`src/rtl/core/mtp_pkg.sv`:
```
// shared types and constants of the minutiae template parser
// no dependencies
`default_nettype none

package mtp_pkg;

  localparam int unsigned HEADER_LAST_BYTE = 27;
  localparam int unsigned WIDTH_HI_BYTE    = 14;
  localparam int unsigned WIDTH_LO_BYTE    = 15;
  localparam int unsigned HEIGHT_HI_BYTE   = 16;
  localparam int unsigned HEIGHT_LO_BYTE   = 17;
  localparam int unsigned RECORD_LEN       = 6;
  localparam int unsigned RECORD_STORE     = RECORD_LEN - 1;
  localparam int unsigned COORD_BITS       = 14;
  localparam int unsigned TYPE_BITS        = 2;
  localparam int unsigned RESULT_DEPTH     = 2;

  localparam logic KIND_HEADER  = 1'b0;
  localparam logic KIND_MINUTIA = 1'b1;

  typedef struct packed {
    logic                  kind;
    logic [15:0]           image_width;
    logic [15:0]           image_height;
    logic [7:0]            minutia_count;
    logic [COORD_BITS-1:0] pos_x;
    logic [COORD_BITS-1:0] pos_y;
    logic [7:0]            angle_code;
    logic [TYPE_BITS-1:0]  minutia_type;
    logic [7:0]            minutia_quality;
    logic                  last;
  } result_t;

endpackage

`default_nettype wire

```
`src/rtl/core/mtp_parse.sv`:
```
// header and record parsing state, forms one result word per emitting byte
// depends on mtp_pkg
`default_nettype none

module mtp_parse (
  input  wire logic            clk,
  input  wire logic            rst,
  input  wire logic            step,
  input  wire logic [7:0]      data_byte,
  input  wire logic            first_byte,
  output logic                 res_valid,
  output mtp_pkg::result_t     res
);
  import mtp_pkg::*;

  localparam int unsigned RIDX_BITS = $clog2(RECORD_LEN);

  logic [4:0]           byte_position, byte_position_next;
  logic [RIDX_BITS-1:0] record_index, record_index_next;
  logic [15:0]          width_reg, width_reg_next;
  logic [15:0]          height_reg, height_reg_next;
  logic [7:0]           count_reg, count_reg_next;
  logic [7:0]           remaining, remaining_next;
  logic                 in_records, in_records_next;
  logic [7:0]           record_bytes [RECORD_STORE];
  logic                 rec_we;
  logic                 emit;

  always_comb begin
    // a start flag restarts the position before this byte is used
    byte_position_next = first_byte ? 5'd0 : byte_position;
    record_index_next  = first_byte ? '0 : record_index;
    remaining_next     = first_byte ? 8'd0 : remaining;
    in_records_next    = first_byte ? 1'b0 : in_records;
    width_reg_next     = width_reg;
    height_reg_next    = height_reg;
    count_reg_next     = count_reg;
    rec_we             = 1'b0;
    emit               = 1'b0;
    res                = '0;

    if (!in_records_next) begin
      case (byte_position_next)
        5'(WIDTH_HI_BYTE):    width_reg_next[15:8]  = data_byte;
        5'(WIDTH_LO_BYTE):    width_reg_next[7:0]   = data_byte;
        5'(HEIGHT_HI_BYTE):   height_reg_next[15:8] = data_byte;
        5'(HEIGHT_LO_BYTE):   height_reg_next[7:0]  = data_byte;
        5'(HEADER_LAST_BYTE): count_reg_next        = data_byte;
        default: ;
      endcase
      if (byte_position_next >= 5'(HEADER_LAST_BYTE)) begin
        in_records_next   = 1'b1;
        remaining_next    = count_reg_next;
        record_index_next = '0;
        emit              = 1'b1;
        res.kind          = KIND_HEADER;
        res.last          = (count_reg_next == 8'd0);
      end else begin
        byte_position_next = byte_position_next + 5'd1;
      end
    end else if (remaining_next != 8'd0) begin
      if (record_index_next < RIDX_BITS'(RECORD_STORE)) begin
        rec_we            = 1'b1;
        record_index_next = record_index_next + RIDX_BITS'(1);
      end else begin
        remaining_next      = remaining_next - 8'd1;
        record_index_next   = '0;
        emit                = 1'b1;
        res.kind            = KIND_MINUTIA;
        res.last            = (remaining_next == 8'd0);
        res.pos_x           = {record_bytes[0][COORD_BITS-9:0], record_bytes[1]};
        res.pos_y           = {record_bytes[2][COORD_BITS-9:0], record_bytes[3]};
        res.minutia_type    = record_bytes[0][7 -: TYPE_BITS];
        // negated angle wraps mod 256
        res.angle_code      = 8'd0 - record_bytes[4];
        res.minutia_quality = data_byte;
      end
    end

    res.image_width   = width_reg_next;
    res.image_height  = height_reg_next;
    res.minutia_count = count_reg_next;
  end

  assign res_valid = step && emit;

  always_ff @(posedge clk) begin
    if (rst) begin
      byte_position <= 5'd0;
      record_index  <= '0;
      width_reg     <= 16'd0;
      height_reg    <= 16'd0;
      count_reg     <= 8'd0;
      remaining     <= 8'd0;
      in_records    <= 1'b0;
    end else if (step) begin
      byte_position <= byte_position_next;
      record_index  <= record_index_next;
      width_reg     <= width_reg_next;
      height_reg    <= height_reg_next;
      count_reg     <= count_reg_next;
      remaining     <= remaining_next;
      in_records    <= in_records_next;
    end
  end

  // record capture, only the first five bytes are stored
  always_ff @(posedge clk) begin
    if (step && rec_we) begin
      record_bytes[record_index[RIDX_BITS-1:0]] <= data_byte;
    end
  end

endmodule

`default_nettype wire

```
`src/rtl/core/mtp_out_fifo.sv`:
```
// two-word result buffer between the parser and the result channel
// depends on mtp_pkg
`default_nettype none

module mtp_out_fifo (
  input  wire logic              clk,
  input  wire logic              rst,
  input  wire logic              push,
  input  wire mtp_pkg::result_t  push_data,
  output logic [$clog2(mtp_pkg::RESULT_DEPTH+1)-1:0] level,
  input  wire logic              pop_ready,
  output logic                   out_valid,
  output mtp_pkg::result_t       out_data
);
  import mtp_pkg::*;

  localparam int unsigned PTR_BITS = $clog2(RESULT_DEPTH);
  localparam int unsigned LVL_BITS = $clog2(RESULT_DEPTH + 1);

  result_t               mem [RESULT_DEPTH];
  logic [PTR_BITS-1:0]   wr_ptr, rd_ptr;
  logic                  pop;

  assign out_valid = (level != '0);
  assign out_data  = mem[rd_ptr];
  assign pop       = out_valid && pop_ready;

  always_ff @(posedge clk) begin
    if (rst) begin
      wr_ptr <= '0;
      rd_ptr <= '0;
      level  <= '0;
    end else begin
      if (push) begin
        wr_ptr <= (wr_ptr == PTR_BITS'(RESULT_DEPTH - 1)) ? '0 : wr_ptr + PTR_BITS'(1);
      end
      if (pop) begin
        rd_ptr <= (rd_ptr == PTR_BITS'(RESULT_DEPTH - 1)) ? '0 : rd_ptr + PTR_BITS'(1);
      end
      if (push && !pop) begin
        level <= level + LVL_BITS'(1);
      end else if (pop && !push) begin
        level <= level - LVL_BITS'(1);
      end
    end
  end

  always_ff @(posedge clk) begin
    if (push) begin
      mem[wr_ptr] <= push_data;
    end
  end

endmodule

`default_nettype wire

```
`src/rtl/core/minutia_template_parser.sv`:
```
// top level of the minutiae template parser: input register, parser, result buffer
// depends on mtp_pkg, mtp_parse, mtp_out_fifo
`default_nettype none

// Takes a minutiae template one byte per word and returns a header word after
// header byte 27, then one word per 6-byte minutia record, the final one marked
// last. Throughput is one byte per cycle while the result buffer has room: a taken
// byte is parsed while it sits in the input register, and its result is written
// into a two-word buffer, which drives result_valid; a result word thus passes the
// input register and then the buffer. The input side stalls only while the result
// buffer is full. A set first_byte restarts parsing with that byte as header
// byte 0; bytes after the last record are dropped.
module minutia_template_parser (
  input  wire logic        clk,
  input  wire logic        rst,
  input  wire logic        data_valid,
  output logic             data_ready,
  input  wire logic [7:0]  data_byte,
  input  wire logic        first_byte,
  output logic             result_valid,
  input  wire logic        result_ready,
  output logic             kind,
  output logic [15:0]      image_width,
  output logic [15:0]      image_height,
  output logic [7:0]       minutia_count,
  output logic [13:0]      pos_x,
  output logic [13:0]      pos_y,
  output logic [7:0]       angle_code,
  output logic [1:0]       minutia_type,
  output logic [7:0]       minutia_quality,
  output logic             last
);
  import mtp_pkg::*;

  localparam int unsigned LVL_BITS = $clog2(RESULT_DEPTH + 1);

  logic                s1_valid;
  logic [7:0]          s1_byte;
  logic                s1_first;
  logic                step;
  logic                room;
  logic                res_valid;
  result_t             res;
  result_t             out_word;
  logic [LVL_BITS-1:0] level;

  // the buffer has room for the word this byte may make
  assign room       = (level != LVL_BITS'(RESULT_DEPTH));
  assign step       = s1_valid && room;
  assign data_ready = !s1_valid || room;

  always_ff @(posedge clk) begin
    if (rst) begin
      s1_valid <= 1'b0;
    end else if (data_ready) begin
      s1_valid <= data_valid;
    end
  end

  always_ff @(posedge clk) begin
    if (data_ready && data_valid) begin
      s1_byte  <= data_byte;
      s1_first <= first_byte;
    end
  end

  mtp_parse u_parse (
    .clk        (clk),
    .rst        (rst),
    .step       (step),
    .data_byte  (s1_byte),
    .first_byte (s1_first),
    .res_valid  (res_valid),
    .res        (res)
  );

  mtp_out_fifo u_out (
    .clk       (clk),
    .rst       (rst),
    .push      (res_valid),
    .push_data (res),
    .level     (level),
    .pop_ready (result_ready),
    .out_valid (result_valid),
    .out_data  (out_word)
  );

  assign kind            = out_word.kind;
  assign image_width     = out_word.image_width;
  assign image_height    = out_word.image_height;
  assign minutia_count   = out_word.minutia_count;
  assign pos_x           = out_word.pos_x;
  assign pos_y           = out_word.pos_y;
  assign angle_code      = out_word.angle_code;
  assign minutia_type    = out_word.minutia_type;
  assign minutia_quality = out_word.minutia_quality;
  assign last            = out_word.last;

  // never write a result word into a full buffer
  a_no_overflow: assert property (@(posedge clk) disable iff (rst)
    res_valid |-> (level != LVL_BITS'(RESULT_DEPTH)))
    else $error("result buffer overflow");

  a_level_range: assert property (@(posedge clk) disable iff (rst)
    level <= LVL_BITS'(RESULT_DEPTH))
    else $error("result buffer level out of range");

  // a header with no minutiae closes the template
  a_empty_header_last: assert property (@(posedge clk) disable iff (rst)
    (res_valid && res.kind == KIND_HEADER && res.minutia_count == 8'd0) |-> res.last)
    else $error("empty template header not marked last");

  // a stalled input register keeps its byte
  a_s1_hold: assert property (@(posedge clk) disable iff (rst)
    (s1_valid && !room) |=> (s1_valid && $stable(s1_byte) && $stable(s1_first)))
    else $error("input register changed while stalled");

endmodule

`default_nettype wire

```
`config.mk`:
```
export PLATFORM = sky130hd
export DESIGN_NAME = minutia_template_parser
export DESIGN_NICKNAME = d
export VERILOG_FILES = /design/src/rtl/core/mtp_pkg.sv /design/src/rtl/core/mtp_parse.sv /design/src/rtl/core/mtp_out_fifo.sv /design/src/rtl/core/minutia_template_parser.sv
export SDC_FILE = /design/constraint.sdc
export NUM_CORES = 1
export LEC_CHECK = 0
export ABC_AREA = 1
export BUFFER_PORTS_ARGS = -buffer_cell sky130_fd_sc_hd__buf_2
export CORE_ASPECT_RATIO = 0.75
export CORE_MARGIN = 8
export CORE_UTILIZATION = 56
export CTS_BUF_LIST = sky130_fd_sc_hd__clkbuf_8
export DETAILED_ROUTE_END_ITERATION = 10
export PLACE_DENSITY = 0.86
export SLEW_MARGIN = 10
export SYNTH_ARGS = -nofsm -noshare
export SYNTH_HDL_FRONTEND = slang
export SYNTH_HIERARCHICAL = 1
export SYNTH_SLANG_ARGS = --single-unit
```
`constraint.sdc`:
```
create_clock -name clk -period 5.5 [get_ports clk]
set_input_delay 0.275 -clock clk [delete_from_list [all_inputs] [get_ports clk]]
set_output_delay 0.275 -clock clk [all_outputs]
set_load 0.005 [all_outputs]
```
==> results.txt, run 1 <==
IR analysis of the VDD net gives a maximum drop of 0.150 mV. Setup repair after global routing left no endpoint under its margin. CTS sink count: 286.

After routing, the total negative slack on setup checks comes to 0 ns. The most frequent standard cell in the layout excluding fill and tap cells was sky130_fd_sc_hd__edfxtp_1. The via count of the first global-routing pass is 8288, and the horizontal die dimension is 187 um. The total area inside the core boundary comes to 21800 sq um.

The post-route fraction of the period consumed by the critical path is 0.616, and the switching power as a share of total power is 0.248. For the worst setup path, the data required time is 5.71 ns. Class of the most critical setup path: reg2reg. The final hold violation count is 0. The number of placed I/O pins is 103.

The register with the most flip-flops in the layout has 176 of them. The run gives 0 as the post-cts gate resize count. The minimum period implied by the final worst setup slack was 3.39 ns. The share of total power in the clock network is 0.361.

Counting flops per register, the top entry is u_out/mem. TritonCTS built the clock tree. The number of antenna violations at the first check in global routing was 2. The floorplan has 47 rows. The number of iterations in the first detailed-routing pass is 8, and the total clock buffers created by CTS is 44. The tools report the pin count of the biggest net entering global routing as 89. At the pin with the least slew margin, the transition time is 1.11 ns. The detail route stage leaves a number of antenna-violating nets equal to 0. In this run the clock root is driven by a sky130_fd_sc_hd__clkbuf_8.

The first-pass GRT wire length is 42400 um. After detailed routing, the number of remaining DRC violations is 0. Proportion of register bits with asynchronous set or reset after synthesis: 0. The total track usage came out at 0.197. A synthesized cell averages 11.7 sq um.

The number of enable-type register cells in the synthesized netlist was 223; the max-slew violation total from the final report was 0. The logs give 0.563 for the effective utilization at floorplan and 295 MHz for the achievable frequency. Clock latency on the worst-skew pair: 0.56 ns.

The die height is 144 um, and the hold buffer count at cts is 10. The warning count from the yosys run is 6, and the register-to-register setup slack is 2.11 ns. The share of total power in combinational logic was 0.092; the areal power density over the cells was 322 nW/um^2. The proportion of power drawn by flip-flops and latches is 0.546. Detailed placement finished with a half-perimeter wire length of 17400 um. The number of antenna diodes in the final layout is 0. Timing analysis after detailed placement gives a worst setup slack of 2.15 ns.

On the final layout, the worst clock skew is 0.0283 ns. The logs give 2 for the H-tree depth and 1200 for the final net count. In this run the power spent charging and discharging nets is 0.00111 W. Max-cap violations in this run came to 0. Post-CTS timing repair inserted 0 buffers for setup. The floorplan step defined a die boundary enclosing 26900 sq um. After clock tree synthesis, the clock-pin slew on the worst setup and hold paths is 0.06 ns. When the netlist entered floorplanning its net count stood at 1075. The worst relative slew slack is 0.257.

Library cell with the largest summed area after synthesis: sky130_fd_sc_hd__edfxtp_1. For the leakage power, the log shows 5.97 nW. The fraction of layout instances using a drive strength above 1 is 0.252. The number of buffers inserted by port buffering works out to 102. Setup violations remaining at the end of the flow were counted as 0. The detailed router finished its first iteration with 816 violations. The logs give 2.11 ns for the slack of the critical path and 1051 for the number of instances in the synthesized netlist. Mean routed wirelength per cell: 17.9 um. The clock passes through at most 3 buffers.

The flow ran to the end, and the final reports show no timing, DRC or antenna violations. Leaving out fill and tap cells, the most frequent cells in the layout are 223 x sky130_fd_sc_hd__edfxtp_1, 148 x sky130_fd_sc_hd__nor2_1, 145 x sky130_fd_sc_hd__inv_1. Data arrives at the worst endpoint at 3.60 ns. Cell internal power was estimated by the tool at 0.00336 W.

The fraction of synthesized cell area taken by the top area cell type is 0.546. The post-synthesis to final-layout area growth was 13.3%. The tools report the netlist area before placement as 12300 sq um.

The share of the yosys chip area belonging to registers was 0.649. The kind of end point of the critical path is a flop. After synthesis the netlist holds a flip-flop and latch count of 286.

The vias per cell is 5.44, and the biggest fanout along the worst timing path is 60. Among all flip-flop cells after synthesis, the most frequent one is sky130_fd_sc_hd__edfxtp_1. Type of the worst min-delay path: in2reg. After detailed routing, the total wire length is 26800 um. The weighted congestion at the end of routability-driven global placement was 0.918.

STA classifies the critical path startpoint as a flop. The design draws 0.00447 W. Sorting the synthesized cells by area gives the leading types as sky130_fd_sc_hd__edfxtp_1 55%, sky130_fd_sc_hd__dfxtp_1 10%, sky130_fd_sc_hd__mux2_2 6.2%. The total vias in the final route was 8172; the post-synthesis cell type count was 42. For this run the aggregate overflow at the end of global routing stands at 0.
==> worst max-delay path: stages (launching register included) <==
cell and delay (ns):
sky130_fd_sc_hd__edfxtp_1 0.61, sky130_fd_sc_hd__inv_8 0.23, sky130_fd_sc_hd__nand2_1 0.12, sky130_fd_sc_hd__inv_1 0.12
sky130_fd_sc_hd__ha_1 0.18, sky130_fd_sc_hd__nor2_1 0.05, sky130_fd_sc_hd__nand2_1 0.07, sky130_fd_sc_hd__nand2_2 0.11
sky130_fd_sc_hd__nand2_1 0.28, sky130_fd_sc_hd__nand2_1 0.12, sky130_fd_sc_hd__nor2_1 0.22, sky130_fd_sc_hd__nand2_1 0.10
sky130_fd_sc_hd__clkinv_2 0.40, sky130_fd_sc_hd__buf_12 0.36
==> cells by family (layout without fill, tap and decap cells) <==
| kind of cell | after synthesis | count (layout) | share of synthesized area |
|---|---|---|---|
| flip-flops | 286 | 286 | 0.649 |
| multiplexers | 88 | 88 | 0.0869 |
| AO/OA/AOI/OAI | 143 | 143 | 0.0640 |
| adder cells (fa/ha/maj) | 11 | 11 | 0.0112 |
| XOR/XNOR | 6 | 6 | 0.00429 |
| buffers and inverters | 172 | 329 | 0.0608 |
| AND/OR/NAND/NOR | 345 | 345 | 0.124 |
==> synthesized netlist by cell type (all sizes together) (13+ instances only) <==
cell and number:
clkbuf 14, mux2 88, o21ai 108, nand2 140, edfxtp 223, inv 132
nor2 156, a21oi 28, nand3 29, nor3 13, buf 26, dfxtp 63
==> layout make-up <==
type                            count  area [sq um]
Multi-Input combinational cell    593          3580
Clock buffer                       45           619
Inverter                          132           504
Fill cell                        1587          7860
Clock inverter                     33           173
Timing Repair Buffer              119           688
Tap cell                          294           368
Sequential cell                   286          7960
==> layer usage <==
| metal | global-route usage | wire (um) | share of wire |
|---|---|---|---|
| met1 | 0.250 | 11100 | 0.41 |
| met4 | 0.0725 | 629 | 0.023 |
| met3 | 0.0470 | 2360 | 0.088 |
| met2 | 0.328 | 12700 | 0.47 |
| met5 | 0 | 8 | 0.00030 |
==> per-stage QoR <==
stage	cells	hold WS, ns	utilization	area [sq um]
final	1502	0.0337	0.639	13900
after global routing	1502	0.0510	0.639	13900
after CTS	1502	0.0118	0.638	13900
after detailed placement	1414	0.457	0.597	13000
after global placement	1414	0.453	0.597	13000
after floorplan	1051	0.337	-	12300
==> power groups by stage <==
stage / combinational (W) / sequential, W / clock, W
after global placement: 0.000387 / 0.00248 / 0
after global routing: 0.000455 / 0.00245 / 0.00173
after floorplan: 0.000313 / 0.00245 / 0
after detailed placement: 0.000402 / 0.00249 / 0
final: 0.000413 / 0.00244 / 0.00161
after CTS: 0.000411 / 0.00244 / 0.00164
==> final timing paths <==
kind	from	to	cells past startpoint
max reg2reg	s1_first	u_out/mem[1][17]	13
min	result_ready	u_out/rd_ptr	3
max	s1_first	u_out/mem[1][17]	13
min reg2reg	u_parse/byte_position[1]	u_parse/byte_position[1]	2
(Power assumes the default switching activity.)
==> run 2, diff against run 1 <==
==> constraint.sdc (replaced) <==
create_clock -name clk -period 2.8 [get_ports clk]
set_input_delay 0.14 -clock clk [delete_from_list [all_inputs] [get_ports clk]]
set_output_delay 0.14 -clock clk [all_outputs]
set_load 0.005 [all_outputs]
==> run 2 against run 1 <==
Against the previous run: clock skew is 0.014 ns higher; sequential power is 96% higher; via count is 2.0% higher; final area is 2.3% higher; total power is 100% higher; clock power is 100% higher; worst setup slack worse by 1.9 ns; largest power group unchanged.
==> results.txt, run 2 (same netlist as run 1, synthesis figures left out) <==
Mean routed wirelength per cell: 18.5 um. Setup repair after global routing left no endpoint under its margin. STA classifies the critical path endpoint as a flop.

Clock-pin slew was measured on the worst setup and hold paths at 0.07 ns. The analysis attributes to cell leakage a power of 6.12 nW. The net count of the finished layout is 1217. The floorplan has 47 rows. The pin count of the biggest net entering global routing was 55.

The number of flip-flops in the largest register works out to 176. In this run the count of I/O pins placed on the die edge is 103. The fraction of layout instances using a drive strength above 1 works out to 0.271.

The reported net switching power was 0.00219 W; the vias per cell was 5.48. Across the run, the number of max-cap violations was 0. Cell internal power was estimated by the tool at 0.00676 W. The number of iterations in the first detailed-routing pass was 6.

The via count of the first global-routing pass was 8252; the total of fill cells in the finished design was 1537. Clock tree synthesis selected as its root buffer the cell sky130_fd_sc_hd__clkbuf_8. The top cell types in the final layout, fill and taps aside, are 223 x sky130_fd_sc_hd__edfxtp_1, 147 x sky130_fd_sc_hd__nor2_1, 143 x sky130_fd_sc_hd__inv_1. For the H-tree depth, the log shows 2. Counting along the longest clock path gives a buffer depth of 3. The logs give 0 for the final hold violation count and 0.563 for the effective utilization at floorplan. The worst path needs 2.63 ns of the cycle, external delays included. The type of the worst min-delay path is in2reg. In the routed design, unresolved DRC markers number 0. Total congestion overflow after global routing: 0. The switching power as a share of total power is 0.245.

On the final layout, the worst clock skew is 0.0425 ns. The logs give 8337 for the total vias in the final route and 0 for the count of inserted antenna diode cells. Post-synthesis to final-layout area growth: 16.0%.

The post-route fraction of the period consumed by the critical path came out at 0.940. The critical path's slowest cell is sky130_fd_sc_hd__edfxtp_1. The worst relative slew slack is 0.577, and the weighted congestion at the end of routability-driven global placement is 0.920.

The share of the core filled with cells was 0.653; the DRC marker count from the first detailed-route iteration was 1003. The share of total power in combinational logic was 0.097; the total track usage was 0.207. The flow ran to the end, and the final reports show no timing, DRC or antenna violations. The endpoint required time on the critical path was 3.32 ns. Summed over all nets, the half-perimeter wirelength after detailed placement is 18300 um.

VDD sags by at most 0.308 mV. For this run, the slowest stage of the critical path takes 0.53 ns. The biggest fanout along the worst timing path was 16; the max-slew violation total from the final report was 0.

The die is 144 um tall. The areal power density over the cells is 629 nW/um^2. The number of antenna-violating nets in the routed design came out at 0. The number of antenna violations at the first check in global routing was 0. The critical path goes through nor2_1, ha_4, inv_1, nor3_1, ha_1, nand2_1, o21ai_0, o21ai_0, inv_1. The core region is 21800 sq um. The tools report the clock latency on the worst-skew pair as 0.57 ns. The register with the most flip-flops in the final layout is u_out/mem. For the die footprint, the log shows 26900 sq um.

The CTS sink count was 286; the endpoint arrival time on the critical path was 3.16 ns. The transition time at the pin with the least slew margin was 0.635 ns. The worst setup path is of the reg2reg kind. The total clock buffers created by CTS is 43, and the post-CTS repair timing setup buffer count is 0. For the share of total power in the clock network, the log shows 0.368. TritonCTS built the clock tree. Setup violations remaining at the end of the flow were counted as 0. For the final routed database, the setup TNS stands at 0 ns.

The worst hold slack came out at 0.324 ns. Number of buffers inserted by port buffering: 102. The post-detailed-routing wire length was 28100 um; the achievable frequency was 380 MHz. The horizontal die dimension is 187 um. Kind of start point of the critical path: a flop. Most frequent standard cell in the layout excluding fill and tap cells: sky130_fd_sc_hd__edfxtp_1. The proportion of power drawn by flip-flops and latches was 0.534; the first-pass GRT wire length was 44200 um.
==> run 2: cell types whose count changed in the layout (fill, tap and decap cells not counted), sizes merged <==
cell         previous run  this run
buf                   109       124
bufinv                  1         2
clkbuf                 45        47
clkinv                 11         6
clkinvlp                1         3
dlygate4sd3            10        13
==> run 2: metrics by stage <==
step,total power [W],worst slack [ns],cells,instance area (sq um)
after detailed placement,0.00571,0.203,1429,13200
after global placement,0.00567,0.263,1429,13200
after global routing,0.00925,0.0459,1520,14200
after floorplan,0.00543,-0.460,1051,12400
after CTS,0.00898,0.193,1520,14200
final,0.00895,0.167,1520,14200
==> run 2: metal layers <==
layer	vias up	wire length, um	track usage
met4	0	762	0.0763
li1	3859	-	-
met5	-	0	0
met3	77	2720	0.0477
met2	439	13300	0.340
met1	3962	11400	0.268
==> run 2: worst max-delay path: cells and delay by family (launching register included) <==
kind	cells	cell delay, ns
simple gates	3	0.90
flops	1	0.53
compound gates	2	0.68
fa+ha+maj	2	0.37
buf+inv	2	0.15
==> run 2: final timing paths <==
path,cells after the start,endpoint,from,slack [ns]
worst max register to register,9,u_parse/width_reg[4],s1_first,0.17
worst min register to register,2,u_parse/byte_position[1],u_parse/byte_position[1],0.47
worst max-delay path,9,u_parse/width_reg[4],s1_first,0.17
worst min-delay path,2,s1_byte[2],data_byte[2],0.32
==> run 2: final cells by class <==
cell class / instances / area, sq um / share of cell area
Clock inverter: 31 / 195 / 0.0137
Tap cell: 294 / 368 / 0.0259
Timing Repair Buffer: 137 / 881 / 0.0620
Sequential cell: 286 / 7960 / 0.560
Clock buffer: 47 / 647 / 0.0455
Inverter: 132 / 507 / 0.0356
Multi-Input combinational cell: 593 / 3660 / 0.257
==> run 2: what timing repair did <==
action / in CTS / in global routing
endpoints found under the setup margin: 0 / 0
gates resized for setup: 0 / 0
hold buffers: 13 / 0
hold endpoints to repair: 15 / 0
==> run 2: power by group through the flow <==
stage               Clock, W  Combinational [W]  Sequential, W
finish               0.00330           0.000869        0.00478
global route         0.00351           0.000951        0.00479
CTS                  0.00334           0.000862        0.00478
detailed placement         0           0.000836        0.00487
global placement           0           0.000808        0.00486
floorplan                  0           0.000625        0.00480
